$ cat src/sv/assert_macros.svh
// ---------------------------------------------------------------------------
// Assertion macros
// Concurrent assertion shorthands used by the converter top module.
// ---------------------------------------------------------------------------
`ifndef ASSERT_MACROS_SVH
`define ASSERT_MACROS_SVH

// Implication checked on every rising edge of clk, disabled in reset.
`define ASSERT_IMPLIES(label, pre, post, msg) \
  label: assert property (@(posedge clk) disable iff (rst) (pre) |-> (post)) \
    else $error(msg);

// Next-cycle implication checked on every rising edge of clk, disabled in reset.
`define ASSERT_NEXT(label, pre, post, msg) \
  label: assert property (@(posedge clk) disable iff (rst) (pre) |=> (post)) \
    else $error(msg);

`endif

$ cat src/sv/nvrgb_pkg.sv
// ---------------------------------------------------------------------------
// nvrgb_pkg
// Types and constants shared by the semi-planar 4:2:0 to RGB converter.
// ---------------------------------------------------------------------------
package nvrgb_pkg;

  localparam int unsigned TermWidth = 26;

  typedef enum logic [1:0] {
    CFG_CONVERSION_MODE = 2'd0,
    CFG_CHROMA_ORDER    = 2'd1,
    CFG_OUTPUT_ORDER    = 2'd2
  } cfg_index_t;

  typedef enum logic {
    MODE_STUDIO = 1'b0,
    MODE_FULL   = 1'b1
  } conv_mode_t;

  localparam logic signed [TermWidth-1:0] StudioY    = 26'sd298;
  localparam logic signed [TermWidth-1:0] StudioRV   = 26'sd409;
  localparam logic signed [TermWidth-1:0] StudioGU   = 26'sd100;
  localparam logic signed [TermWidth-1:0] StudioGV   = 26'sd208;
  localparam logic signed [TermWidth-1:0] StudioBU   = 26'sd516;
  localparam logic signed [TermWidth-1:0] StudioRound = 26'sd128;
  localparam logic [7:0]                 StudioBlack = 8'd16;

  localparam logic signed [TermWidth-1:0] FullRV = 26'sd89831;
  localparam logic signed [TermWidth-1:0] FullGV = 26'sd45744;
  localparam logic signed [TermWidth-1:0] FullGU = 26'sd22127;
  localparam logic signed [TermWidth-1:0] FullBU = 26'sd113538;

  typedef struct packed {
    logic [7:0] luma_top_left;
    logic [7:0] luma_top_right;
    logic [7:0] luma_bottom_left;
    logic [7:0] luma_bottom_right;
    logic [7:0] chroma_first;
    logic [7:0] chroma_second;
  } pix_word_t;

  typedef struct packed {
    logic [7:0] top_left_first;
    logic [7:0] top_left_second;
    logic [7:0] top_left_third;
    logic [7:0] top_right_first;
    logic [7:0] top_right_second;
    logic [7:0] top_right_third;
    logic [7:0] bottom_left_first;
    logic [7:0] bottom_left_second;
    logic [7:0] bottom_left_third;
    logic [7:0] bottom_right_first;
    logic [7:0] bottom_right_second;
    logic [7:0] bottom_right_third;
  } rgb_word_t;

  typedef struct packed {
    conv_mode_t                  mode;
    logic                        bgr;
    logic signed [TermWidth-1:0] r_term;
    logic signed [TermWidth-1:0] g_term;
    logic signed [TermWidth-1:0] b_term;
  } chroma_terms_t;

  typedef struct packed {
    logic [7:0] first;
    logic [7:0] second;
    logic [7:0] third;
  } pixel_t;

endpackage

$ cat src/sv/nv12_nv21_to_rgb_converter.sv
// ---------------------------------------------------------------------------
// nv12_nv21_to_rgb_converter
// Converts one 2x2 block of a semi-planar 4:2:0 frame into four RGB pixels.
// ---------------------------------------------------------------------------
// The block accepts one 2x2 block word per clock and returns one word of four
// pixels per clock; each word passes the input register and then the result
// register, with the chroma multiplies and the per-pixel add and clamp between
// them. A stall on the result side holds both registers and reaches the input
// side only when the input register is full. The user must write configuration
// through cfg_we, cfg_index and cfg_data only while no word is in flight; the
// block does not enforce this. Indexes outside the list are ignored.
`include "assert_macros.svh"

module nv12_nv21_to_rgb_converter
  import nvrgb_pkg::*;
(
  input  logic       clk,
  input  logic       rst,
  input  logic       cfg_we,
  input  logic [1:0] cfg_index,
  input  logic       cfg_data,
  input  logic       pix_valid,
  output logic       pix_stall,
  input  pix_word_t  pix_word,
  output logic       rgb_valid,
  input  logic       rgb_stall,
  output rgb_word_t  rgb_word
);

  conv_mode_t    conversion_mode;
  logic          chroma_order;
  logic          output_order;
  logic          stage_valid;
  pix_word_t     stage_word;
  logic          stage_stall;
  chroma_terms_t terms;
  pixel_t        px_tl;
  pixel_t        px_tr;
  pixel_t        px_bl;
  pixel_t        px_br;
  rgb_word_t     rgb_word_next;

  always_ff @(posedge clk) begin
    if (rst) begin
      conversion_mode <= MODE_STUDIO;
      chroma_order    <= 1'b0;
      output_order    <= 1'b0;
    end else if (cfg_we) begin
      unique case (cfg_index)
        CFG_CONVERSION_MODE: conversion_mode <= conv_mode_t'(cfg_data);
        CFG_CHROMA_ORDER:    chroma_order    <= cfg_data;
        CFG_OUTPUT_ORDER:    output_order    <= cfg_data;
        default: begin
        end
      endcase
    end
  end

  assign stage_stall = rgb_valid && rgb_stall;
  assign pix_stall   = stage_valid && stage_stall;

  always_ff @(posedge clk) begin
    if (rst) begin
      stage_valid <= 1'b0;
    end else if (!pix_stall) begin
      stage_valid <= pix_valid;
    end
  end

  always_ff @(posedge clk) begin
    if (pix_valid && !pix_stall) begin
      stage_word <= pix_word;
    end
  end

  nvrgb_chroma u_chroma (
    .chroma_first  (stage_word.chroma_first),
    .chroma_second (stage_word.chroma_second),
    .mode          (conversion_mode),
    .chroma_order  (chroma_order),
    .output_order  (output_order),
    .terms         (terms)
  );

  nvrgb_pixel u_pixel_tl (
    .luma  (stage_word.luma_top_left),
    .terms (terms),
    .pixel (px_tl)
  );

  nvrgb_pixel u_pixel_tr (
    .luma  (stage_word.luma_top_right),
    .terms (terms),
    .pixel (px_tr)
  );

  nvrgb_pixel u_pixel_bl (
    .luma  (stage_word.luma_bottom_left),
    .terms (terms),
    .pixel (px_bl)
  );

  nvrgb_pixel u_pixel_br (
    .luma  (stage_word.luma_bottom_right),
    .terms (terms),
    .pixel (px_br)
  );

  always_comb begin
    rgb_word_next.top_left_first      = px_tl.first;
    rgb_word_next.top_left_second     = px_tl.second;
    rgb_word_next.top_left_third      = px_tl.third;
    rgb_word_next.top_right_first     = px_tr.first;
    rgb_word_next.top_right_second    = px_tr.second;
    rgb_word_next.top_right_third     = px_tr.third;
    rgb_word_next.bottom_left_first   = px_bl.first;
    rgb_word_next.bottom_left_second  = px_bl.second;
    rgb_word_next.bottom_left_third   = px_bl.third;
    rgb_word_next.bottom_right_first  = px_br.first;
    rgb_word_next.bottom_right_second = px_br.second;
    rgb_word_next.bottom_right_third  = px_br.third;
  end

  always_ff @(posedge clk) begin
    if (rst) begin
      rgb_valid <= 1'b0;
    end else if (!stage_stall) begin
      rgb_valid <= stage_valid;
    end
  end

  always_ff @(posedge clk) begin
    if (stage_valid && !stage_stall) begin
      rgb_word <= rgb_word_next;
    end
  end

  `ASSERT_NEXT(a_accept_fills_stage, pix_valid && !pix_stall, stage_valid,
               "Accepted word did not reach the input register.")
  `ASSERT_IMPLIES(a_stall_needs_full_stage, pix_stall, stage_valid && rgb_valid,
                  "Input stalled while the pipeline had room.")
  `ASSERT_NEXT(a_stage_moves_to_result, stage_valid && !stage_stall, rgb_valid,
               "Word in the input register was lost on its way to the result.")
  `ASSERT_NEXT(a_held_stage_stays, stage_valid && stage_stall, stage_valid,
               "Held word dropped out of the input register.")
  `ASSERT_NEXT(a_drain_empties_result, rgb_valid && !rgb_stall && !stage_valid,
               !rgb_valid, "Result word repeated after it was taken.")

endmodule

$ cat src/sv/nvrgb_chroma.sv
// ---------------------------------------------------------------------------
// nvrgb_chroma
// Forms the chroma contribution to red, green and blue for one 2x2 block.
// ---------------------------------------------------------------------------
module nvrgb_chroma
  import nvrgb_pkg::*;
(
  input  logic          [7:0] chroma_first,
  input  logic          [7:0] chroma_second,
  input  conv_mode_t          mode,
  input  logic                chroma_order,
  input  logic                output_order,
  output chroma_terms_t       terms
);

  logic        [7:0]           u_byte;
  logic        [7:0]           v_byte;
  logic signed [TermWidth-1:0] d;
  logic signed [TermWidth-1:0] e;

  // Subtracting 128 from a byte is the same as flipping its top bit.
  always_comb begin
    u_byte = chroma_order ? chroma_second : chroma_first;
    v_byte = chroma_order ? chroma_first : chroma_second;
    d = {{(TermWidth-7){~u_byte[7]}}, u_byte[6:0]};
    e = {{(TermWidth-7){~v_byte[7]}}, v_byte[6:0]};
    terms.mode = mode;
    terms.bgr  = output_order;
    unique case (mode)
      MODE_STUDIO: begin
        terms.r_term = StudioRV * e;
        terms.g_term = -(StudioGU * d) - (StudioGV * e);
        terms.b_term = StudioBU * d;
      end
      MODE_FULL: begin
        terms.r_term = FullRV * e;
        terms.g_term = -(FullGV * e) - (FullGU * d);
        terms.b_term = FullBU * d;
      end
      default: begin
        terms.r_term = '0;
        terms.g_term = '0;
        terms.b_term = '0;
      end
    endcase
  end

endmodule

$ cat src/sv/nvrgb_pixel.sv
// ---------------------------------------------------------------------------
// nvrgb_pixel
// Adds the luma contribution to the shared chroma terms and clamps one pixel.
// ---------------------------------------------------------------------------
module nvrgb_pixel
  import nvrgb_pkg::*;
(
  input  logic          [7:0] luma,
  input  chroma_terms_t       terms,
  output pixel_t              pixel
);

  logic        [7:0]           c;
  logic signed [TermWidth-1:0] base;
  logic signed [TermWidth-1:0] sum_r;
  logic signed [TermWidth-1:0] sum_g;
  logic signed [TermWidth-1:0] sum_b;
  logic        [7:0]           red;
  logic        [7:0]           green;
  logic        [7:0]           blue;

  function automatic logic [7:0] clamp_studio(logic signed [TermWidth-1:0] s);
    logic [7:0] v;
    if (s[TermWidth-1]) begin
      v = 8'd0;
    end else if (s[TermWidth-2:16] != '0) begin
      v = 8'd255;
    end else begin
      v = s[15:8];
    end
    return v;
  endfunction

  function automatic logic [7:0] clamp_full(logic signed [TermWidth-1:0] s);
    logic [7:0] v;
    if (s[TermWidth-1]) begin
      v = 8'd0;
    end else if (s[TermWidth-2:24] != '0) begin
      v = 8'd255;
    end else begin
      v = s[23:16];
    end
    return v;
  endfunction

  always_comb begin
    c = (luma < StudioBlack) ? 8'd0 : (luma - StudioBlack);
    unique case (terms.mode)
      MODE_STUDIO: begin
        base  = StudioY * $signed({{(TermWidth-8){1'b0}}, c}) + StudioRound;
        sum_r = base + terms.r_term;
        sum_g = base + terms.g_term;
        sum_b = base + terms.b_term;
        red   = clamp_studio(sum_r);
        green = clamp_studio(sum_g);
        blue  = clamp_studio(sum_b);
      end
      MODE_FULL: begin
        base  = $signed({{(TermWidth-24){1'b0}}, luma, 16'd0});
        sum_r = base + terms.r_term;
        sum_g = base + terms.g_term;
        sum_b = base + terms.b_term;
        red   = clamp_full(sum_r);
        green = clamp_full(sum_g);
        blue  = clamp_full(sum_b);
      end
      default: begin
        base  = '0;
        sum_r = '0;
        sum_g = '0;
        sum_b = '0;
        red   = 8'd0;
        green = 8'd0;
        blue  = 8'd0;
      end
    endcase
    pixel.first  = terms.bgr ? blue : red;
    pixel.second = green;
    pixel.third  = terms.bgr ? red : blue;
  end

endmodule

$ cat config.mk
export PLATFORM = sky130hd
export DESIGN_NAME = nv12_nv21_to_rgb_converter
export DESIGN_NICKNAME = d
export VERILOG_FILES = /design/src/sv/nvrgb_pkg.sv /design/src/sv/nv12_nv21_to_rgb_converter.sv /design/src/sv/nvrgb_chroma.sv /design/src/sv/nvrgb_pixel.sv
export VERILOG_INCLUDE_DIRS = /design/src /design/src/sv
export SDC_FILE = /design/constraint.sdc
export NUM_CORES = 2
export LEC_CHECK = 0
export BUFFER_PORTS_ARGS = -buffer_cell sky130_fd_sc_hd__buf_2
export CAP_MARGIN = 30
export CORE_MARGIN = 5
export CORE_UTILIZATION = 40
export CTS_CLUSTER_SIZE = 14
export DETAILED_ROUTE_END_ITERATION = 8
export PLACE_DENSITY = 0.59
export SETUP_SLACK_MARGIN = 0.2
export SLEW_MARGIN = 0
export SYNTH_ARGS = -nofsm -noshare
export SYNTH_HDL_FRONTEND = slang
export SYNTH_SLANG_ARGS = --single-unit
$ cat constraint.sdc
create_clock -name clk -period 12.4 [get_ports clk]
set_clock_uncertainty 0.05 [all_clocks]
set_input_delay 0.62 -clock clk [delete_from_list [all_inputs] [get_ports clk]]
set_output_delay 0.62 -clock clk [all_outputs]
set_load 0.005 [all_outputs]
==> summary.txt <==
Synth
  • Post-synth EDFFs: 144
  • Mapped Area: 37400 µm²
  • Yosys cell types: 104
  • Register area share after synthesis: 11.8%
  • Syn Inst Count: roughly 4400
  • Synthesized area per cell: 8.49 µm²
  • Yosys top cell area share: a little over a quarter
  • Prevailing post-synth register cell: edfxtp_1
  • Cell taking the most area after synthesis: ha_1
  • Synthesized flop and latch total: 149
  • Syn Nets: 5453
  • Async SR Flop Fraction: 0%
  • Main area contributors after synthesis: ha_1 (27%), edfxtp_1 (12%), fa_1 (9.9%)
  • Ys Warns: 0

Drt
  • 1st-iter DRT viols: between 2000 and 3000
  • Via density: 5.85
  • Vias post-DR: 34200
  • Avg WL per Cell: 23.9 µm
  • First-pass DRT Iterations: 7
  • Post-DRT Antenna Nets: 0
  • Final WL: 140000 µm
  • Number of remaining DRC errors: 0

Job
  • Maxcap violations: 0

Timing
  • Period Utilization, post-route: 87.2%
  • Post-layout minimum cycle time: between 10 and 15 ns
  • Peak Freq: ~92 MHz
  • Worst Tran Pin Value: 1.15 ns
  • Endpoints failing setup: 0
  • Max-slew headroom: 23.5%
  • WHS: 0.237 ns
  • Setup TNS: 0 ns
  • Unrepaired setup endpoints after global routing: no
  • Final hold violations: 0
  • Final Max Slew Viols: 0

Clock network
  • Post-CTS Setup Bufs: 0
  • Hold buffers post-CTS: 0
  • Worst skew pair latency: 0.50 ns
  • CTS clk-pin slew, worst paths: 0.08 ns
  • Cts repair resizes: 0
  • Max clock buf depth: 2
  • Htree depth: 4
  • Total CTS buffers: 17
  • Clock root buffer master: clkbuf_16
  • CTS tree: yes
  • # clock sinks: between 100 and 150

Placed design
  • Port buffer count: 153
  • Gpl congestion: 1.02
  • Placed inst area: 40100 µm²
  • Final HPWL DP: 113000 µm

Global route
  • Antenna violations before repair: 10
  • Gr usage total: between 20 and 30%
  • Vias in the first global route: 32600
  • First-pass GRT wire length: roughly 210000 µm
  • Largest net degree at the start of global routing: 59
  • GRT overflow: 0

Critical path
  • Worst EP arrival: roughly 11 ns
  • Critical Path Max Stage Delay: 0.62 ns
  • Crit path max-delay cell type: ha_1
  • CP Launch Type: register
  • CP Data Required Time: 12.57 ns
  • CP Max Fanout: 13
  • Crit. End Element: register
  • Critical path type: reg -> reg

Floorplanning
  • Site Rows: 112
  • Die footprint: about 100000 µm²
  • Core Region: 93000 µm²
  • Die W: 316 µm
  • Initial Util: 40.2%
  • Die height: ~320 µm
  • IO Pins: 154

Layout
  • Multi-input logic area: 30800 µm²
  • Fillers: 9443
  • Layout cells sized above 1: roughly 8.5%
  • Fin nets: 5634
  • Commonest non-fill, non-tap cell in the layout: ha_1
  • Highest-count cells in the layout ignoring fill and taps: ha_1 (810), inv_1 (498), nor2_1 (343), a21oi_1 (329), o21ai_0 (235)
  • Reg area: 4430 µm²
  • P&R area growth vs syn: 8.91%
  • Final instance area: 40700 µm²

Min path
  • Worst min path class: in -> reg

Status
  • Outcome: complete, no violations
==> critical path: cells and delay by family (launching register included) <==
family	cells	cell delay (ns)
mux	1	0.15
compound gates	17	3.35
flops	1	0.49
xor+xnor	2	0.33
buf+inv	5	1.24
simple gates	5	1.15
fa+ha+maj	9	3.73
==> final cells by class <==
class / instances / share of cell area [%]
inverters: 503 / 4.64
multi-input cells: 3678 / 75.8
flip-flops and latches: 149 / 10.9
well taps: 1254 / 3.86
repair buffers: 234 / 3.38
clock buffers: 17 / 1.05
clock inverters: 15 / 0.437
diodes: 1 / 0.00615
==> state kept, by name, summed over array words and instances, names as in the netlist <==
signal,flops
chroma_order,1
conversion_mode,1
output_order,1
rgb_valid,1
rgb_word,96
stage_valid,1
stage_word,48
==> kinds of logic after synthesis <==
group	count (synthesis)	share of synthesized area, %
mux	52	1.52
flops	149	11.8
compound gates	1252	22.3
simple gates	1065	14.1
fa+ha+maj	995	37.0
xor+xnor	314	7.40
buf+inv	575	5.89
==> cells in the mapped netlist (22+ instances only) <==
| cell type | count |
|---|---|
| edfxtp_1 | 144 |
| o41ai_1 | 43 |
| inv_1 | 499 |
| nand2_1 | 200 |
| or3_1 | 36 |
| a211oi_1 | 47 |
| a21o_1 | 107 |
| nand2b_1 | 45 |
| ha_1 | 810 |
| mux2i_1 | 27 |
| a22oi_1 | 23 |
| nand4_1 | 38 |
| nor3_1 | 87 |
| nor2_1 | 344 |
| nand3_1 | 87 |
| a21oi_1 | 333 |
| and3_1 | 35 |
| o22ai_1 | 25 |
| o21a_1 | 77 |
| xnor2_1 | 197 |
| nor2b_1 | 60 |
| xor2_1 | 115 |
| o21ai_0 | 246 |
| o211ai_1 | 33 |
| nor4_1 | 22 |
| o21bai_1 | 69 |
| and2_1 | 27 |
| fa_1 | 185 |
| clkbuf_1 | 45 |
==> stage by stage <==
step / utilization [%] / std cells / worst slack [ns]
4_1_cts: 43.7 / 5849 / 1.75
3_5_place_dp: 43.1 / 5817 / 1.78
2_1_floorplan: - / 4402 / 2.91
6_report: 43.7 / 5851 / 1.59
3_3_place_gp: 43.0 / 5810 / 2.01
5_1_grt: 43.7 / 5850 / 0.855
==> worst paths after layout <==
check	from	endpoint	slack, ns	cells past startpoint
setup / recovery	chroma_order	rgb_word[62]	1.59	39
hold / removal	pix_word[36]	stage_word[36]	0.24	1
setup reg to reg	chroma_order	rgb_word[62]	1.59	39
hold reg to reg	stage_valid	rgb_valid	0.45	2
==> per-layer routing <==
| layer | part of all wire [%] | track usage, % | up-vias | wire (µm) |
|---|---|---|---|---|
| li1 | - | - | 16400 | - |
| met1 | 43 | 36.7 | 16200 | 60300 |
| met2 | 43 | 42.4 | 1311 | 59400 |
| met3 | 8.2 | 5.55 | 281 | 11400 |
| met4 | 6.1 | 14.2 | 10 | 8480 |
| met5 | 0.044 | 0 | - | 61 |
Power is left out: the tool's default activity adds up to more than one toggle a clock period on the data nets, which glitch-free logic cannot reach.
